$ cat config.mk
export PLATFORM = sky130hd
export DESIGN_NAME = qalu_front
export DESIGN_NICKNAME = d
export VERILOG_FILES = /design/src/rtl/qalu_pkg.sv /design/src/rtl/qalu_front.sv
export SDC_FILE = /design/constraint.sdc
export NUM_CORES = 1
export LEC_CHECK = 0
export ABC_CLOCK_PERIOD_IN_PS = 4900
export BUFFER_PORTS_ARGS = -buffer_cell sky130_fd_sc_hd__buf_2
export CORE_UTILIZATION = 49
export CTS_CLUSTER_DIAMETER = 30
export DETAILED_ROUTE_END_ITERATION = 8
export HOLD_SLACK_MARGIN = 0.08
export PLACE_DENSITY = 0.75
export SYNTH_ARGS = -nofsm -noshare
export SYNTH_HDL_FRONTEND = slang
export SYNTH_SLANG_ARGS = --single-unit
export TNS_END_PERCENT = 30
$ cat constraint.sdc
create_clock -name clk -period 4.9 [get_ports clk]
set_input_delay 0 -clock clk [delete_from_list [all_inputs] [get_ports clk]]
set_output_delay 0 -clock clk [all_outputs]
set_load 0.02 [all_outputs]
$ cat src/rtl/qalu_pkg.sv
// types and operation codes for the fixed-point alu
package qalu_pkg;
    localparam logic [3:0] OP_ADD = 4'd0;
    localparam logic [3:0] OP_SUB = 4'd1;
    localparam logic [3:0] OP_MUL = 4'd2;
    localparam logic [3:0] OP_DIV = 4'd3;
    localparam logic [3:0] OP_INC = 4'd4;
    localparam logic [3:0] OP_DEC = 4'd5;
    localparam logic [3:0] OP_MIN = 4'd6;
    localparam logic [3:0] OP_MAX = 4'd7;
    localparam logic [3:0] OP_TOI = 4'd8;

    typedef struct packed {
        logic [3:0]         operation;
        logic signed [31:0] operand_a;
        logic signed [31:0] operand_b;
    } in_word_t;

    typedef struct packed {
        logic signed [31:0] result_value;
        logic               a_greater;
        logic               a_less;
        logic               operands_equal;
        logic               divide_by_zero;
        logic               overflowed;
    } out_word_t;

    // classified item handed from front to back
    typedef struct packed {
        logic [3:0]  operation;
        logic [31:0] operand_a;
        logic [31:0] operand_b;
        logic [31:0] mag_a;
        logic [31:0] mag_b;
        logic        neg;
        logic        b_zero;
        logic        gt;
        logic        lt;
        logic        eq;
        logic signed [31:0] simple;
        logic        simple_ovf;
    } cls_t;
endpackage

$ cat src/rtl/qalu_front.sv
// front end: classifies an item and works out the simple operations
module qalu_front #(
    parameter int FRACTION_BITS = 8
) (
    input  logic              clk,
    input  logic              rst_n,
    input  logic              in_valid,
    output logic              in_ready,
    input  qalu_pkg::in_word_t in_word,
    output logic              cls_valid,
    input  logic              cls_ready,
    output qalu_pkg::cls_t    cls_word
);
    import qalu_pkg::*;

    logic               valid_reg;
    cls_t               data_reg;
    cls_t               cls_next;
    logic signed [32:0] a_x;
    logic signed [32:0] b_x;
    logic signed [32:0] wide;
    logic               gt;
    logic               lt;

    assign a_x = {in_word.operand_a[31], in_word.operand_a};
    assign b_x = {in_word.operand_b[31], in_word.operand_b};
    assign gt  = in_word.operand_a > in_word.operand_b;
    assign lt  = in_word.operand_a < in_word.operand_b;

    always_comb
    begin
        unique case (in_word.operation)
            OP_ADD:  wide = a_x + b_x;
            OP_SUB:  wide = a_x - b_x;
            OP_INC:  wide = a_x + 33'sd1;
            OP_DEC:  wide = a_x - 33'sd1;
            OP_MIN:  wide = lt ? a_x : b_x;
            OP_MAX:  wide = gt ? a_x : b_x;
            OP_TOI:  wide = a_x >>> FRACTION_BITS;
            default: wide = '0;
        endcase
        cls_next.operation  = in_word.operation;
        cls_next.operand_a  = in_word.operand_a;
        cls_next.operand_b  = in_word.operand_b;
        cls_next.mag_a      = in_word.operand_a[31] ? 32'(-in_word.operand_a)
                                                    : in_word.operand_a;
        cls_next.mag_b      = in_word.operand_b[31] ? 32'(-in_word.operand_b)
                                                    : in_word.operand_b;
        cls_next.neg        = in_word.operand_a[31] ^ in_word.operand_b[31];
        cls_next.b_zero     = in_word.operand_b == '0;
        cls_next.gt         = gt;
        cls_next.lt         = lt;
        cls_next.eq         = in_word.operand_a == in_word.operand_b;
        cls_next.simple_ovf = wide[32] != wide[31];
        if (wide[32] != wide[31])
            cls_next.simple = wide[32] ? 32'sh8000_0000 : 32'sh7fff_ffff;
        else
            cls_next.simple = wide[31:0];
    end

    assign in_ready  = !valid_reg || cls_ready;
    assign cls_valid = valid_reg;
    assign cls_word  = data_reg;

    always_ff @(posedge clk or negedge rst_n)
    begin
        if (!rst_n)
            valid_reg <= 1'b0;
        else if (in_ready)
            valid_reg <= in_valid;
    end

    always_ff @(posedge clk)
    begin
        if (in_ready && in_valid)
            data_reg <= cls_next;
    end
endmodule

; Yosys cells after proc, flatten, opt, wreduce, memory -nomap -nowiden
; Cells that the tools add are included.
; Widths: inputs -> output; s select.
[totals]
out_inout_bits = 172
reg_bits = 171
in_bits = 72
[classes]
n_lt_le_gt_ge = 2
n_mux = 7
n_addsub = 6
eq_ne = 8
bitwise = 1
n_reduce_logical = 5
[op_table]
columns = operator, count
row1 = $pmux 33 s7, 1
row2 = $mux 33, 2
row3 = $mux 32, 2
row4 = $neg 32->32, 2
row5 = $mux 31, 2
row6 = $add 32x2->33 const B, 1
row7 = $add 32x32->33, 1
row8 = $sub 32x2->33 const B, 1
row9 = $sub 32x32->33, 1
row10 = $eq 32x32->1, 1
row11 = $gt 32x32->1, 1
row12 = $logic_not 32->1, 1
row13 = $lt 32x32->1, 1
row14 = $eq 4x3->1 const B, 4
row15 = $eq 4x1->1 const B, 1
row16 = $eq 4x4->1 const B, 1
row17 = $logic_not 4->1, 1
row18 = $logic_and 1x1->1, 1
row19 = $logic_not 1->1, 1
row20 = $logic_or 1x1->1, 1
row21 = $ne 1x1->1, 1
row22 = $xor 1x1->1, 1

; Depth between registers and ports, before layout
[depth]
ltp_word = 5
mapped_depth = 24

; Worst setup path after synthesis
; OpenSTA, ideal clock, no wires.
[synth_timing]
path_kind = input to register
from = input in_word[1] (netlist bit)
to = register data_reg, in the netlist cls_word[31], data pin
arrival_ps = 5165
t_required_ps = 4639
setup_slack_ps = -525
setup_ps = 261
n_path_buf = 4
path_stages = 24
path_cell_list = inv_1 ha_1 or3b_4 or3_4 or3_1 buf_2 or2_2 clkbuf_1 nor3_1 xnor2_1 a21oi_1 ha_1 clkbuf_1 a21oi_1 o21ai_0 o41ai_1 a21oi_1 a211oi_1 o21ai_1 xor2_1 a2111oi_0 a21o_1 buf_6 o21ai_2
[synth_lines]
columns = item, line
row1 = from (decl), qalu_front.sv:9  ; input qalu_pkg::in_word_t in_word,
row2 = to (signal assigned), qalu_front.sv:76  ; data_reg <= cls_next;
row3 = to (decl), qalu_front.sv:17  ; cls_t data_reg;

==> results.md <==
- Critical Path AT: 5.06 ns
- Internal power: 3.02 mW
- Layout Area Growth over Synthesis: 32.7%
- Port Buffer Count: 243
- Sw Ratio: 33.8%
- Chip Height: 157 µm
- Vias/cell: 5.96
- GPL Wtd Cong: 0.992
- Max VDD drop: 0.205 mV
- Critical Path RT: 5.19 ns
- Drt first pass iters: 8
- Clock buffer depth: 2
- Static leakage: 6.44 nW
- CTS Sinks: 169
- Setup TNS: 0 ns
- DRC Markers: 0
- Share of layout cells above drive strength 1: 30.5%
- Fill cells: 1914
- CP startpoint kind: input port
- # diodes: 0
- Max cap viols: 0
- Clock transition at the registers of the reported paths: 0.07 ns
- Sw power: 1.54 mW
- Routed Antenna Nets: 0
- Fraction of registers with async set/reset: 0.592%
- Ports: 244
- Routed len/inst: 21.0 µm
- Clock Latency Late Sink: 0.44 ns
- Cell variety after synth: 75
- Number of synthesized flops with an enable pin: 168
- Syn Inst Count: 1164
- Post-Route WL: 39.6 mm
- HPWL Detailed: 27.7 mm
- Root buffer cell: clkbuf_16
- Clock power frac: 29.2%
- CP endpoint kind: register
- Nets: 1695
- Tmin final: 4.77 ns
- WS Path Type: input port to register
- Post-Syn Area: 11800 µm²
- Congestion Overflow GR: 0
- Pwr/cell area: 291 nW/µm²
- Status: complete, no violations
- Global-route wire length before repair: 59.6 mm
- Initial antenna violation count: 0
- Clock skew: 0.00718 ns
- Slew HR: 27.6%
- CTS tree: done
- Most common flop cell mapped by yosys: edfxtp_1
- Die width: 157 µm
- Iter 0 DRT Violations: 1100
- Combinational Power Share: 32.2%
- Vias: 11300
- Hold Vio Cnt, Final: 0
- Syn Area/Cell: 10.1 µm²
- Die ar.: 24700 µm²
- Syn_nets: 1304
- Total track usage: 32.1%
- H-Tree Depth: 4
- CTS buffer count: 17
- Syn. warnings: 0
- Hold Path Class: input port to register
- Worst Tran Pin Value: 1.08 ns
- Critical path peak fanout: 7
- Sequential Power Share: 38.5%
- Initial core utilization: 50.1%
- Power, Total: 4.56 mW
- Post-synthesis sequential area ratio: 43.0%
- Largest net degree at the start of global routing: 169
- Synthesized flop and latch total: 169
- Cell Rows: 56
- Final setup viols: 0
- Final worst-path cycle share: 97.3%
- Vias in the first global route: 10500
- Core ar.: 23500 µm²
- Fmax: 0.210 GHz
- Slew Viols, Final: 0
## registers in the layout (all words and copies together), names as in the netlist
signal,flops
cls_word,168
cls_valid,1
## routing by layer
layer | wire [µm] | vias up | track usage (%) | share of wire [%]
li1 | - | 5192 | - | -
met1 | 17000 | 5355 | 45.0 | 43
met2 | 18100 | 635 | 50.8 | 46
met3 | 3640 | 72 | 4.79 | 9.2
met4 | 909 | 0 | 10.3 | 2.3
met5 | 0 | - | 0 | 0
## cells in the final DEF (no fill, tap or decap), types with 13 or more instances in the layout
cell / netlist / layout
mux2i_1: 15 / 15
or3_1: 19 / 15
edfxtp_1: 168 / 168
buf_4: 4 / 115
nand2b_1: 20 / 20
a221oi_1: 15 / 14
nand2_1: 87 / 87
nor3_1: 19 / 13
clkbuf_16: 0 / 20
nand4_1: 18 / 18
xor2_1: 33 / 32
inv_1: 42 / 39
nand3_1: 23 / 23
a21o_1: 31 / 31
o21ai_0: 59 / 55
dlygate4sd3_1: 0 / 70
o21ai_2: 30 / 32
buf_2: 2 / 242
xnor2_1: 112 / 111
nor2_1: 44 / 43
a21oi_1: 109 / 105
ha_1: 66 / 65
## power by group through the flow
stage	combinational (mW)	clock, mW	sequential (mW)
after floorplan	0.742	0	1.92
after global placement	1.34	0	1.79
after detailed placement	1.35	0	1.79
after CTS	1.41	1.34	1.75
after global routing	1.58	1.40	1.76
final	1.47	1.33	1.76
## final cells by class
cell class              instances  area [µm²]  area share [%]
repair buffers                434        2930            18.7
multi-input cells             887        6480            41.5
clock buffers                  19         443            2.83
inverters                      46         180            1.15
flip-flops and latches        169        5070            32.4
clock inverters                13         135           0.864
well taps                     319         399            2.55
## repair_timing
action | 4_1_cts | 5_1_grt
hold endpoints to repair | 133 | 0
gates resized for setup | 1 | 31
hold buffers | 70 | 0
setup endpoints to repair | 32 | 33
buffers inserted | 0 | 4
pin swaps | 0 | 10
cloned | 0 | 3
## worst max-delay path: stages
cell and delay [ns]:
buf_2 0.12, clkinvlp_4 0.08, ha_4 0.12, or3b_4 0.39
or3_4 0.38, or3_4 0.35, or3_4 0.38, xnor2_2 0.17
a21oi_1 0.08, ha_1 0.36, buf_4 0.17, nand4_1 0.09
a21oi_1 0.06, a221o_1 0.38, a21o_1 0.25, a221oi_2 0.23
buf_4 0.16, a21boi_1 0.10, o211a_1 0.22, or3_4 0.35
or2_4 0.34, clkbuf_16 0.20, o21ai_2 0.06
## cells in the mapped netlist, drive strengths merged, types with 3 or more instances
master,n,area (µm²)
a2111o,3,33.8
a2111oi,3,26.3
a211oi,11,82.6
a21boi,5,37.5
a21o,31,233
a21oi,109,546
a221o,8,80.1
a221oi,15,131
a222oi,5,50.1
a22oi,6,45.0
a311oi,3,26.3
a31oi,4,31.3
and2,6,37.5
and3,9,56.3
buf,15,104
clkbuf,47,176
edfxtp,168,5040
ha,66,826
inv,44,165
mux2,4,45.0
mux2i,15,150
nand2,87,327
nand2b,20,125
nand3,23,115
nand4,18,113
nor2,44,165
nor2b,8,50.1
nor3,19,95.1
nor4,11,68.8
o2111ai,4,35.0
o211ai,10,75.1
o21a,8,60.1
o21ai,93,578
o21bai,5,37.5
o221ai,7,61.3
o22ai,11,68.8
o31ai,9,67.6
o41ai,5,43.8
or2,6,40.0
or3,21,141
or4,5,41.3
xnor2,112,981
xor2,33,289
## path summary, 6_finish.rpt
| path | startpoint | to | slack, ns | cells past startpoint |
|---|---|---|---|---|
| min | in_word[1] | cls_word[39] | 0.11 | 5 |
| max | in_word[0] | cls_word[7] | 0.13 | 23 |
| min reg2reg | cls_valid | cls_valid | 1.07 | 3 |
| max reg2reg | cls_valid | cls_word[27] | 3.06 | 3 |
| min in group asynchronous | rst_n | cls_valid | 0.38 | 3 |
| max in group asynchronous | rst_n | cls_valid | 4.42 | 3 |
## kinds of logic (layout without fill, tap and decap cells)
| kind of cell | count (synthesis) | count (layout) | share of synthesized area (%) |
|---|---|---|---|
| AO/OA/AOI/OAI | 367 | 367 | 20.9 |
| AND/OR/NAND/NOR | 288 | 288 | 12.5 |
| flip-flops | 169 | 169 | 43.0 |
| XOR/XNOR | 145 | 145 | 10.8 |
| buffers and inverters | 108 | 512 | 3.84 |
| adder cells (fa/ha/maj) | 68 | 68 | 7.34 |
| multiplexers | 19 | 19 | 1.66 |
## metrics by stage
step	hold slack (ns)	worst slack [ns]	cell area (µm²)	std cells	utilization, %
floorplan	-0.296	0.0424	11900	1164	-
global placement	-0.223	-0.410	14100	1779	59.9
detailed placement	-0.222	-0.481	14100	1779	59.9
CTS	0.109	0.00709	15400	1881	65.4
global route	0.122	-0.0855	15600	1887	66.4
finish	0.105	0.133	15600	1887	66.4
Note: power is estimated with default switching activity, not from simulation.
